--- config.mk ---
export PLATFORM = sky130hd
export DESIGN_NAME = bresenham_line_generator_top
export DESIGN_NICKNAME = d
export VERILOG_FILES = /design/src/rtl/blg_pkg.sv /design/src/rtl/blg_setup.sv /design/src/rtl/bresenham_line_generator_top.sv
export SDC_FILE = /design/constraint.sdc
export NUM_CORES = 1
export LEC_CHECK = 0
export BUFFER_PORTS_ARGS = -buffer_cell sky130_fd_sc_hd__buf_2
export CAP_MARGIN = 10
export CORE_UTILIZATION = 40
export DETAILED_ROUTE_END_ITERATION = 8
export PLACE_DENSITY = 0.63
export SYNTH_ARGS = -nofsm -noshare
export SYNTH_HDL_FRONTEND = slang
export SYNTH_SLANG_ARGS = --single-unit
--- constraint.sdc ---
create_clock -name i_clk -period 11.2 [get_ports i_clk]
set_input_delay 1.12 -clock i_clk [delete_from_list [all_inputs] [get_ports i_clk]]
set_output_delay 1.12 -clock i_clk [all_outputs]
set_load 0.03 [all_outputs]
--- src/rtl/blg_pkg.sv ---
// Shared constants and types of the line generator.
package blg_pkg;

    localparam int MAX_DIM  = 4096;
    localparam int COORD_W  = $clog2(MAX_DIM);   // pixel coordinate width
    localparam int DIM_W    = COORD_W + 1;       // holds MAX_DIM itself
    localparam int ERR_W    = COORD_W + 3;       // signed error term
    localparam int IN_W     = 16;                // endpoint field width
    localparam int CFG_W    = 13;                // canvas register width
    localparam int CFG_IDX_W = 8;
    localparam int COLOR_W  = 24;
    localparam int S_DATA_W = 4 * IN_W + COLOR_W;        // 88 bits, 11 bytes
    localparam int M_DATA_W = 2 * COORD_W + COLOR_W;     // 48 bits, 6 bytes

    typedef enum logic [0:0] {
        OP_START   = 1'b0,
        OP_ADVANCE = 1'b1
    } t_opcode;

    typedef enum logic [CFG_IDX_W-1:0] {
        REG_CANVAS_WIDTH  = 8'd0,
        REG_CANVAS_HEIGHT = 8'd1
    } t_reg_index;

    // Line parameters worked out from a start request.
    typedef struct packed {
        logic                    valid;       // both endpoints on the canvas
        logic                    major_is_x;
        logic [COORD_W-1:0]      x0;
        logic [COORD_W-1:0]      y0;
        logic [COORD_W-1:0]      major_end;
        logic [COORD_W-1:0]      major_delta;
        logic [COORD_W-1:0]      minor_delta;
        logic                    minor_neg;
        logic signed [ERR_W-1:0] error_init;
    } t_line_setup;

endpackage

--- src/rtl/blg_setup.sv ---
// Line setup: canvas clip check, axis choice, endpoint swap, initial error.
module blg_setup (
    input  logic [blg_pkg::IN_W-1:0]  i_start_x,
    input  logic [blg_pkg::IN_W-1:0]  i_start_y,
    input  logic [blg_pkg::IN_W-1:0]  i_end_x,
    input  logic [blg_pkg::IN_W-1:0]  i_end_y,
    input  logic [blg_pkg::CFG_W-1:0] i_canvas_width,
    input  logic [blg_pkg::CFG_W-1:0] i_canvas_height,
    output blg_pkg::t_line_setup      o_setup
);
    import blg_pkg::*;

    localparam logic [CFG_W-1:0] DIM_MAX = CFG_W'(MAX_DIM);

    logic [CFG_W-1:0]   w_eff;
    logic [CFG_W-1:0]   h_eff;
    logic [COORD_W-1:0] x0, y0, x1, y1;
    logic [COORD_W-1:0] adx, ady;
    logic               major_x;
    logic [COORD_W-1:0] major_d, minor_d;

    always_comb begin
        w_eff = (i_canvas_width  > DIM_MAX) ? DIM_MAX : i_canvas_width;
        h_eff = (i_canvas_height > DIM_MAX) ? DIM_MAX : i_canvas_height;

        o_setup.valid = (17'(i_start_x) < 17'(w_eff)) && (17'(i_end_x) < 17'(w_eff)) &&
                        (17'(i_start_y) < 17'(h_eff)) && (17'(i_end_y) < 17'(h_eff));

        // On-canvas coordinates fit the pixel width.
        x0 = i_start_x[COORD_W-1:0];
        y0 = i_start_y[COORD_W-1:0];
        x1 = i_end_x[COORD_W-1:0];
        y1 = i_end_y[COORD_W-1:0];

        adx = (x0 > x1) ? x0 - x1 : x1 - x0;
        ady = (y0 > y1) ? y0 - y1 : y1 - y0;
        major_x = ady < adx;
        major_d = major_x ? adx : ady;
        minor_d = major_x ? ady : adx;

        o_setup.major_is_x  = major_x;
        o_setup.major_delta = major_d;
        o_setup.minor_delta = minor_d;

        if (major_x) begin
            // walk x upward
            if (x0 > x1) begin
                o_setup.x0        = x1;
                o_setup.y0        = y1;
                o_setup.major_end = x0;
                o_setup.minor_neg = y0 < y1;
            end else begin
                o_setup.x0        = x0;
                o_setup.y0        = y0;
                o_setup.major_end = x1;
                o_setup.minor_neg = y1 < y0;
            end
        end else begin
            // walk y upward
            if (y0 > y1) begin
                o_setup.x0        = x1;
                o_setup.y0        = y1;
                o_setup.major_end = y0;
                o_setup.minor_neg = x0 < x1;
            end else begin
                o_setup.x0        = x0;
                o_setup.y0        = y0;
                o_setup.major_end = y1;
                o_setup.minor_neg = x1 < x0;
            end
        end

        o_setup.error_init = $signed({2'b00, minor_d, 1'b0}) - $signed({3'b000, major_d});
    end

endmodule

--- src/rtl/bresenham_line_generator_top.sv ---
// Top level of the Bresenham line generator: request decode, line state, result register.
//
// Bresenham line generator. A start request (tuser opcode OP_START) loads two
// endpoints and a color; if either endpoint lies outside the canvas set by the
// canvas_width / canvas_height registers (values above 4096 act as 4096, zero
// rejects everything) the line is dropped and the block goes idle. Each advance
// request (OP_ADVANCE) then yields the next pixel of the line, walking the major
// axis upward, with tlast on the final pixel; an advance while idle yields
// nothing, and a start during a line replaces it. The line state is updated at
// the accept edge by one compare and add on the state registers, and the pixel
// lands in a single output register. A new request is taken every cycle in which
// that register is empty or being drained, so the sustained rate is one pixel per
// clock; a stall on the master side holds off the slave side in the same cycle.
// Configuration writes are always ready and should be issued only while no line
// is being drawn.
module bresenham_line_generator_top (
    input  logic                           i_clk,
    input  logic                           i_rst_n,

    // Configuration write channel
    input  logic                           i_cfg_valid,
    output logic                           o_cfg_ready,
    input  logic [blg_pkg::CFG_IDX_W-1:0]  i_cfg_index,
    input  logic [blg_pkg::CFG_W-1:0]      i_cfg_data,

    // Request stream
    input  logic                           s_axis_tvalid,
    output logic                           s_axis_tready,
    // tdata, low bit up: start_x[15:0], start_y[31:16], end_x[47:32],
    // end_y[63:48], color[87:64]
    input  logic [blg_pkg::S_DATA_W-1:0]   s_axis_tdata,
    // tuser: opcode[0]
    input  logic [0:0]                     s_axis_tuser,

    // Pixel stream
    output logic                           m_axis_tvalid,
    input  logic                           m_axis_tready,
    // tdata, low bit up: pixel_x[11:0], pixel_y[23:12], pixel_color[47:24]
    output logic [blg_pkg::M_DATA_W-1:0]   m_axis_tdata,
    output logic                           m_axis_tlast
);
    import blg_pkg::*;

    // Canvas registers
    logic [CFG_W-1:0] r_canvas_width;
    logic [CFG_W-1:0] r_canvas_height;

    // Line state
    logic                    r_active;
    logic                    r_major_is_x;
    logic [COORD_W-1:0]      r_cur_x;
    logic [COORD_W-1:0]      r_cur_y;
    logic [COORD_W-1:0]      r_major_end;
    logic [COORD_W-1:0]      r_major_delta;
    logic [COORD_W-1:0]      r_minor_delta;
    logic                    r_minor_neg;
    logic signed [ERR_W-1:0] r_error;
    logic [COLOR_W-1:0]      r_color;

    // Result register
    logic                    r_out_valid;
    logic [M_DATA_W-1:0]     r_out_data;
    logic                    r_out_last;

    logic [IN_W-1:0]    req_start_x, req_start_y, req_end_x, req_end_y;
    logic [COLOR_W-1:0] req_color;
    t_opcode            req_op;
    logic               req_accept;
    logic               emit;           // accepted advance on an active line
    t_line_setup        setup;

    // next-state of an advance
    logic [COORD_W-1:0]      major_cur;
    logic                    is_last;
    logic                    err_pos;
    logic [COORD_W-1:0]      minor_cur;
    logic [COORD_W-1:0]      n_minor;
    logic [COORD_W-1:0]      n_major;
    logic signed [ERR_W-1:0] n_error;

    assign o_cfg_ready   = 1'b1;
    assign s_axis_tready = !r_out_valid || m_axis_tready;
    assign req_accept    = s_axis_tvalid && s_axis_tready;
    assign emit          = req_accept && (req_op == OP_ADVANCE) && r_active;

    assign req_start_x = s_axis_tdata[IN_W-1:0];
    assign req_start_y = s_axis_tdata[2*IN_W-1:IN_W];
    assign req_end_x   = s_axis_tdata[3*IN_W-1:2*IN_W];
    assign req_end_y   = s_axis_tdata[4*IN_W-1:3*IN_W];
    assign req_color   = s_axis_tdata[S_DATA_W-1:4*IN_W];
    assign req_op      = t_opcode'(s_axis_tuser[0]);

    blg_setup u_setup (
        .i_start_x       (req_start_x),
        .i_start_y       (req_start_y),
        .i_end_x         (req_end_x),
        .i_end_y         (req_end_y),
        .i_canvas_width  (r_canvas_width),
        .i_canvas_height (r_canvas_height),
        .o_setup         (setup)
    );

    always_comb begin
        major_cur = r_major_is_x ? r_cur_x : r_cur_y;
        minor_cur = r_major_is_x ? r_cur_y : r_cur_x;
        is_last   = major_cur >= r_major_end;
        err_pos   = !r_error[ERR_W-1] && (r_error != '0);
        n_major   = major_cur + COORD_W'(1);
        if (err_pos) begin
            n_minor = r_minor_neg ? minor_cur - COORD_W'(1) : minor_cur + COORD_W'(1);
            n_error = r_error + $signed({2'b00, r_minor_delta, 1'b0})
                              - $signed({2'b00, r_major_delta, 1'b0});
        end else begin
            n_minor = minor_cur;
            n_error = r_error + $signed({2'b00, r_minor_delta, 1'b0});
        end
    end

    // Configuration writes; indexes beyond the list are ignored.
    always_ff @(posedge i_clk) begin
        if (!i_rst_n) begin
            r_canvas_width  <= CFG_W'(800);
            r_canvas_height <= CFG_W'(600);
        end else if (i_cfg_valid && o_cfg_ready) begin
            if (i_cfg_index == REG_CANVAS_WIDTH) begin
                r_canvas_width <= i_cfg_data;
            end
            if (i_cfg_index == REG_CANVAS_HEIGHT) begin
                r_canvas_height <= i_cfg_data;
            end
        end
    end

    // Line state and result register
    always_ff @(posedge i_clk) begin
        if (!i_rst_n) begin
            r_active      <= 1'b0;
            r_major_is_x  <= 1'b0;
            r_cur_x       <= '0;
            r_cur_y       <= '0;
            r_major_end   <= '0;
            r_major_delta <= '0;
            r_minor_delta <= '0;
            r_minor_neg   <= 1'b0;
            r_error       <= '0;
            r_color       <= '0;
            r_out_valid   <= 1'b0;
        end else begin
            // a new pixel refills the register, otherwise a drain empties it
            if (emit) begin
                r_out_valid <= 1'b1;
            end else if (m_axis_tready) begin
                r_out_valid <= 1'b0;
            end
            if (req_accept) begin
                unique case (req_op)
                    OP_START: begin
                        // a rejected line leaves the block idle
                        r_active <= setup.valid;
                        if (setup.valid) begin
                            r_major_is_x  <= setup.major_is_x;
                            r_cur_x       <= setup.x0;
                            r_cur_y       <= setup.y0;
                            r_major_end   <= setup.major_end;
                            r_major_delta <= setup.major_delta;
                            r_minor_delta <= setup.minor_delta;
                            r_minor_neg   <= setup.minor_neg;
                            r_error       <= setup.error_init;
                            r_color       <= req_color;
                        end
                    end
                    OP_ADVANCE: begin
                        if (r_active) begin
                            r_out_data  <= {r_color, r_cur_y, r_cur_x};
                            r_out_last  <= is_last;
                            if (is_last) begin
                                r_active <= 1'b0;
                            end else begin
                                r_error <= n_error;
                                if (r_major_is_x) begin
                                    r_cur_x <= n_major;
                                    r_cur_y <= n_minor;
                                end else begin
                                    r_cur_y <= n_major;
                                    r_cur_x <= n_minor;
                                end
                            end
                        end
                    end
                    default: begin
                    end
                endcase
            end
        end
    end

    assign m_axis_tvalid = r_out_valid;
    assign m_axis_tdata  = r_out_data;
    assign m_axis_tlast  = r_out_last;

endmodule

Word level (Yosys, flattened, before mapping) --
Cells that the tools add are included.
Storage, ports and cells: output and inout bits 52, register bits 178
Operators by class: equal/unequal tests 4, $lt $le $gt $ge 14, bitwise logic cells 1, muxes and demuxes 36, reduce and logical (&&, ||, !) cells 18, add/subtract/negate cells 10
Operators with widths (number):
- 2-to-1 mux 12 bit | 16
- 2-to-1 mux 36 bit | 3
- < comparator 16 x 13 -> 1 bit | 4
- < comparator 12 bit | 5
- 2-to-1 mux 15 bit | 4
- case mux 12 bit (2 select lines) | 2
- subtractor 12 bit | 4
- case mux 15 bit (2 select lines) | 1
- greater-than comparator 13 bit, second input constant | 2
- 2-to-1 mux 13 bit | 2
- adder 12 x 1 -> 12 bit, second input constant | 2
- greater-than comparator 12 bit | 2
- adder 15 x 14 -> 15 bit | 1
- nonzero test 15 bit | 1
- subtractor 15 x 14 -> 15 bit | 1
- subtractor 13 x 12 -> 14 bit | 1
- >= comparator 12 bit | 1
- subtractor 12 x 1 -> 12 bit, second input constant | 1
- equality test 8 x 1 -> 1 bit, second input constant | 1
- logical NOT 8 bit | 1
- AND reduction 4 bit | 2
- logical AND 1 bit | 7
- 2-to-1 mux 1 bit | 7
- != test 2 bit, second input constant | 2
- other kinds (8) | 10

Logic depth before layout (Yosys ltp) --
depth in word-level cells 8, gate-level depth with buffers 36, mapped depth without buffers 33

By module --
From an unflattened synthesis, not the netlist that was laid out.
Unflattened totals: cells, all modules 1843, area, all modules 14660.3 sq um
By module, submodules not included:
- bresenham_line_generator_top | sequential area each 4053.9 sq um, times used 1, cells each 1045, area each 9252.6 sq um
- blg_setup | sequential area each 0.0 sq um, times used 1, cells each 798, area each 5407.7 sq um

Worst setup path after synthesis --
Ideal clock, no wire load.
kind input to register, start input port s_axis_tdata[0] in the netlist's numbering, end register r_error[12], arrival time 8.216 ns, library setup time 0.074 ns, path buffers 4, stages on the path 36, path slack 2.910 ns, required time 11.126 ns, path through inv_1 -> ha_1 -> inv_1 -> fa_1 -> a211oi_1 -> nor3_1 -> o21a_1 -> o21ai_1 -> mux2_2 -> a211oi_1 -> nor2_1 -> o21ai_0 -> o21ai_0 -> xnor2_1 -> ha_1 -> nand2_1 -> nor2_1 -> a211oi_1 -> o21a_1 -> clkbuf_1 -> buf_1 -> buf_1 -> clkbuf_1 -> mux2i_1 -> ha_1 -> a21o_1 -> a21oi_1 -> and3_1 -> o21ai_0 -> nand3_1 -> o22ai_1 -> a311oi_2 -> o311ai_2 -> a31o_1 -> o32a_1 -> a31oi_1
Between the ends: word-level cells in the longest chain between the ends 7
Ends and longest elaborated chain:
- from (decl) | line bresenham_line_generator_top.sv:31 | input logic [blg_pkg::S_DATA_W-1:0] s_axis_tdata,
- subtractor 12 bit or greater-than comparator 12 bit (tied branches) | line blg_setup.sv:35 | adx = (x0 > x1) ? x0 - x1 : x1 - x0;
- 2-to-1 mux 12 bit | line blg_setup.sv:35
- < comparator 12 bit | line blg_setup.sv:37 | major_x = ady < adx;
- 2-to-1 mux 12 bit, on equally long branches | line blg_setup.sv:39, blg_setup.sv:38
- subtractor 13 x 12 -> 14 bit | line blg_setup.sv:73 | o_setup.error_init = $signed({2'b00, minor_d, 1'b0}) - $signed({3'b000, major_d});
- 2-to-1 mux 15 bit | line bresenham_line_generator_top.sv:160 | if (setup.valid) begin
- case mux 15 bit (2 select lines) | line bresenham_line_generator_top.sv:156 | unique case (req_op)
- to (signal assigned) | line bresenham_line_generator_top.sv:168 | r_error <= setup.error_init;
- to (signal assigned) | line bresenham_line_generator_top.sv:179 | r_error <= n_error;
- to (decl) | line bresenham_line_generator_top.sv:57 | logic signed [ERR_W-1:0] r_error;
Several ways; a longest one is shown, not always the timed one. The select of a mux whose other input is x is not followed. A chain may end at the register's enable or synchronous reset.

Worst setup path in the final report --
Ends and elaborated chain as after synthesis.

==> out/results.tsv <==
metric	value	unit
status	completed	
Slew Limit Fails	0	
Synth cell types	84	
final setup margin	2.72	ns
CTS tree	built	
crit path DAT	8.85	ns
Max stage delay on crit path	0.44	ns
wl on met1	20.3	mm
hold path depth	0	
Port Buffers	165	
sequential power share	0.278	
clock slew at the register clock pins of the worst setup and hold paths	0.08	ns
Required @ worst endpoint	11.57	ns
total number of vias	13022	
Synth top area share	0.179	
IO Count	167	
slowest cell on the critical path	o21ai_1	
final hold viol count	0	
Max VDD drop	162	µV
row count	69	
hold_buf cts	0	
Final GP Congestion	0.916	
Startpoint Class	primary input	
Die Area	36900	µm²
critical path type	primary input to flop	
Setup WS pre-CTS	2.36	ns
clock latency on the worst-skew pair	0.46	ns
dominant cells by area after synthesis	dfxtp_1 (18%), ha_1 (14%), edfxtp_1 (10%), mux2i_1 (7.8%), nor2_1 (4.8%)	
crit share post-route	0.757	
Combinational Power Share	0.465	
RSZ-0062 raised after global routing	false	
P_int	1.35	mW
DRT Wirelength	42.9	mm
Critical Path End Type	flop	
Static Leakage	7.02	nW
top_reg_cell synth	dfxtp_1	
Switching Fraction	0.429	
CP max FO	33	
gr usage total	0.235	
Psw	1.01	mW
dominant cell type by area after synthesis	dfxtp_1	
min-delay worst type	flop to flop	
Clock Skew	0.0185	ns
Max-slew headroom	0.276	
first-pass GRT wire length	67.0	mm
CTS Buffer Depth	2	
Mapped Area	14400	µm²
total negative slack	0	ns
root buffer cell	clkbuf_16	
Crit path depth	34	
area grow syn2layout	12.8	%
Warnings, synthesis	0	
Yosys reg bits	178	
fraction of layout cells with a size suffix above 1	0.143	
Post-synth ARST share	0	
WL met2	19.0	mm
min cycle time layout	8.48	ns
dpl hpwl	33.7	mm
Power Density	145	nW/µm²
core area	35600	µm²
largest net degree at the start of global routing	92	
Die X	192	µm
antenna violations before repair	2	
Post-Syn Instances	1749	
Layout Nets	2144	
Bufs and invs on worst path	4	
Post-CTS Setup Repair Bufs	0	
clock share of power	0.257	
H-tree levels	4	
routed vias/inst	5.58	
area of the multi-input gates	9600	µm²
CTS buffer count	17	
Mapped Nets	2034	
met3 wire length	2.26	mm
Syn Area/Cell	8.25	µm²
cell family with most CP delay	compound AO/OA/AOI/OAI gates	
Worst-Margin Slew	1.08	ns
fillcell total	3551	
Post-synth EDFFs	49	
Die Ht	192	µm
Max Cap Violations	0	
drt first pass iters	5	
Reg area	4060	µm²
initial core utilization	0.406	
FF-to-FF path depth	15	
final setup violation count	0	
DR DRC count	0	
GR Overflow Total	0	
vias in the first global route	12275	
Detail Route Antenna Nets	0	
Sink Count	178	
Fmax	118	MHz
Routed WL per cell	18.4	µm
cts repair resizes	0	
diode count	0	
DRT iter0 DRCs	765	
uppermost layer routed	met5	
register area share after synthesis	0.281	
==> registers in the layout, summed over array words and instances (netlist names), 13 cells and up <==
register,cells
r_error,15
r_canvas_width,13
r_canvas_height,13
m_axis_tdata,48
r_color,24
==> cell usage in the layout (no fill, tap or decap), types with 50 or more instances in the layout <==
| cell type | count |
|---|---|
| nor2_1 | 181 |
| buf_2 | 165 |
| ha_1 | 162 |
| nand2_1 | 156 |
| a21oi_1 | 133 |
| inv_1 | 128 |
| dfxtp_1 | 128 |
| mux2i_1 | 112 |
| o21ai_0 | 111 |
| xnor2_1 | 50 |
==> cells by family after synthesis <==
group	count (synthesis)	share of synthesized area
AO/OA/AOI/OAI	492	0.222
AND/OR/NAND/NOR	482	0.149
buffers and inverters	221	0.0587
flip-flops	178	0.281
adder cells (fa/ha/maj)	173	0.154
multiplexers	135	0.0956
XOR/XNOR	67	0.0406
other	1	0.000260
==> Yosys cell counts, drive strengths merged (7+ instances only) <==
library cell / instances
a31oi: 21
mux2: 23
mux2i: 112
xnor2: 50
nand2b: 15
nand3: 22
o21a: 12
and2: 7
nand4: 20
nor2: 184
xor2: 17
o21bai: 18
buf: 26
a211oi: 45
ha: 162
a21oi: 136
o211ai: 31
nor3: 25
and3: 10
inv: 129
nand2: 156
a21o: 39
clkbuf: 65
fa: 8
dfxtp: 129
edfxtp: 49
o21ai: 115
or3: 18
==> worst paths after layout <==
check / start / end / slack [ns]
worst max-delay path: s_axis_tdata[0] / r_error[12] / 2.72
worst min-delay path: r_color[16] / m_axis_tdata[40] / 0.43
worst max register to register: r_canvas_height[12] / r_minor_delta[7] / 6.25
worst min register to register: r_color[16] / m_axis_tdata[40] / 0.43
==> through the flow <==
stage | utilization | hold slack, ns | cell area [µm²] | cells | total power [mW]
global route | 0.458 | 0.434 | 16300 | 2333 | 2.50
detailed placement | 0.441 | 0.413 | 15700 | 2301 | 1.75
finish | 0.458 | 0.427 | 16300 | 2333 | 2.37
floorplan | - | 0.408 | 14400 | 1749 | 1.42
global placement | 0.441 | 0.408 | 15700 | 2301 | 1.74
CTS | 0.458 | 0.430 | 16300 | 2333 | 2.36
==> routing by layer <==
| metal | up-vias | track usage |
|---|---|---|
| li1 | 6496 | - |
| met1 | 6081 | 0.315 |
| met2 | 386 | 0.378 |
| met3 | 57 | 0.0333 |
| met4 | 2 | 0.0930 |
| met5 | - | 0 |
==> power groups by stage <==
| stage | clock, mW | sequential [mW] | combinational, mW |
|---|---|---|---|
| global placement | 0 | 0.672 | 1.07 |
| floorplan | 0 | 0.672 | 0.751 |
| global route | 0.652 | 0.657 | 1.20 |
| finish | 0.608 | 0.657 | 1.10 |
| CTS | 0.624 | 0.657 | 1.08 |
| detailed placement | 0 | 0.672 | 1.08 |
==> final cells by class <==
class / count / area share
clock inverters: 15 / 0.0114
clock buffers: 17 / 0.0261
well taps: 461 / 0.0354
inverters: 130 / 0.0301
flip-flops and latches: 178 / 0.249
repair buffers: 182 / 0.0585
multi-input cells: 1350 / 0.590
(Power assumes the default switching activity.)
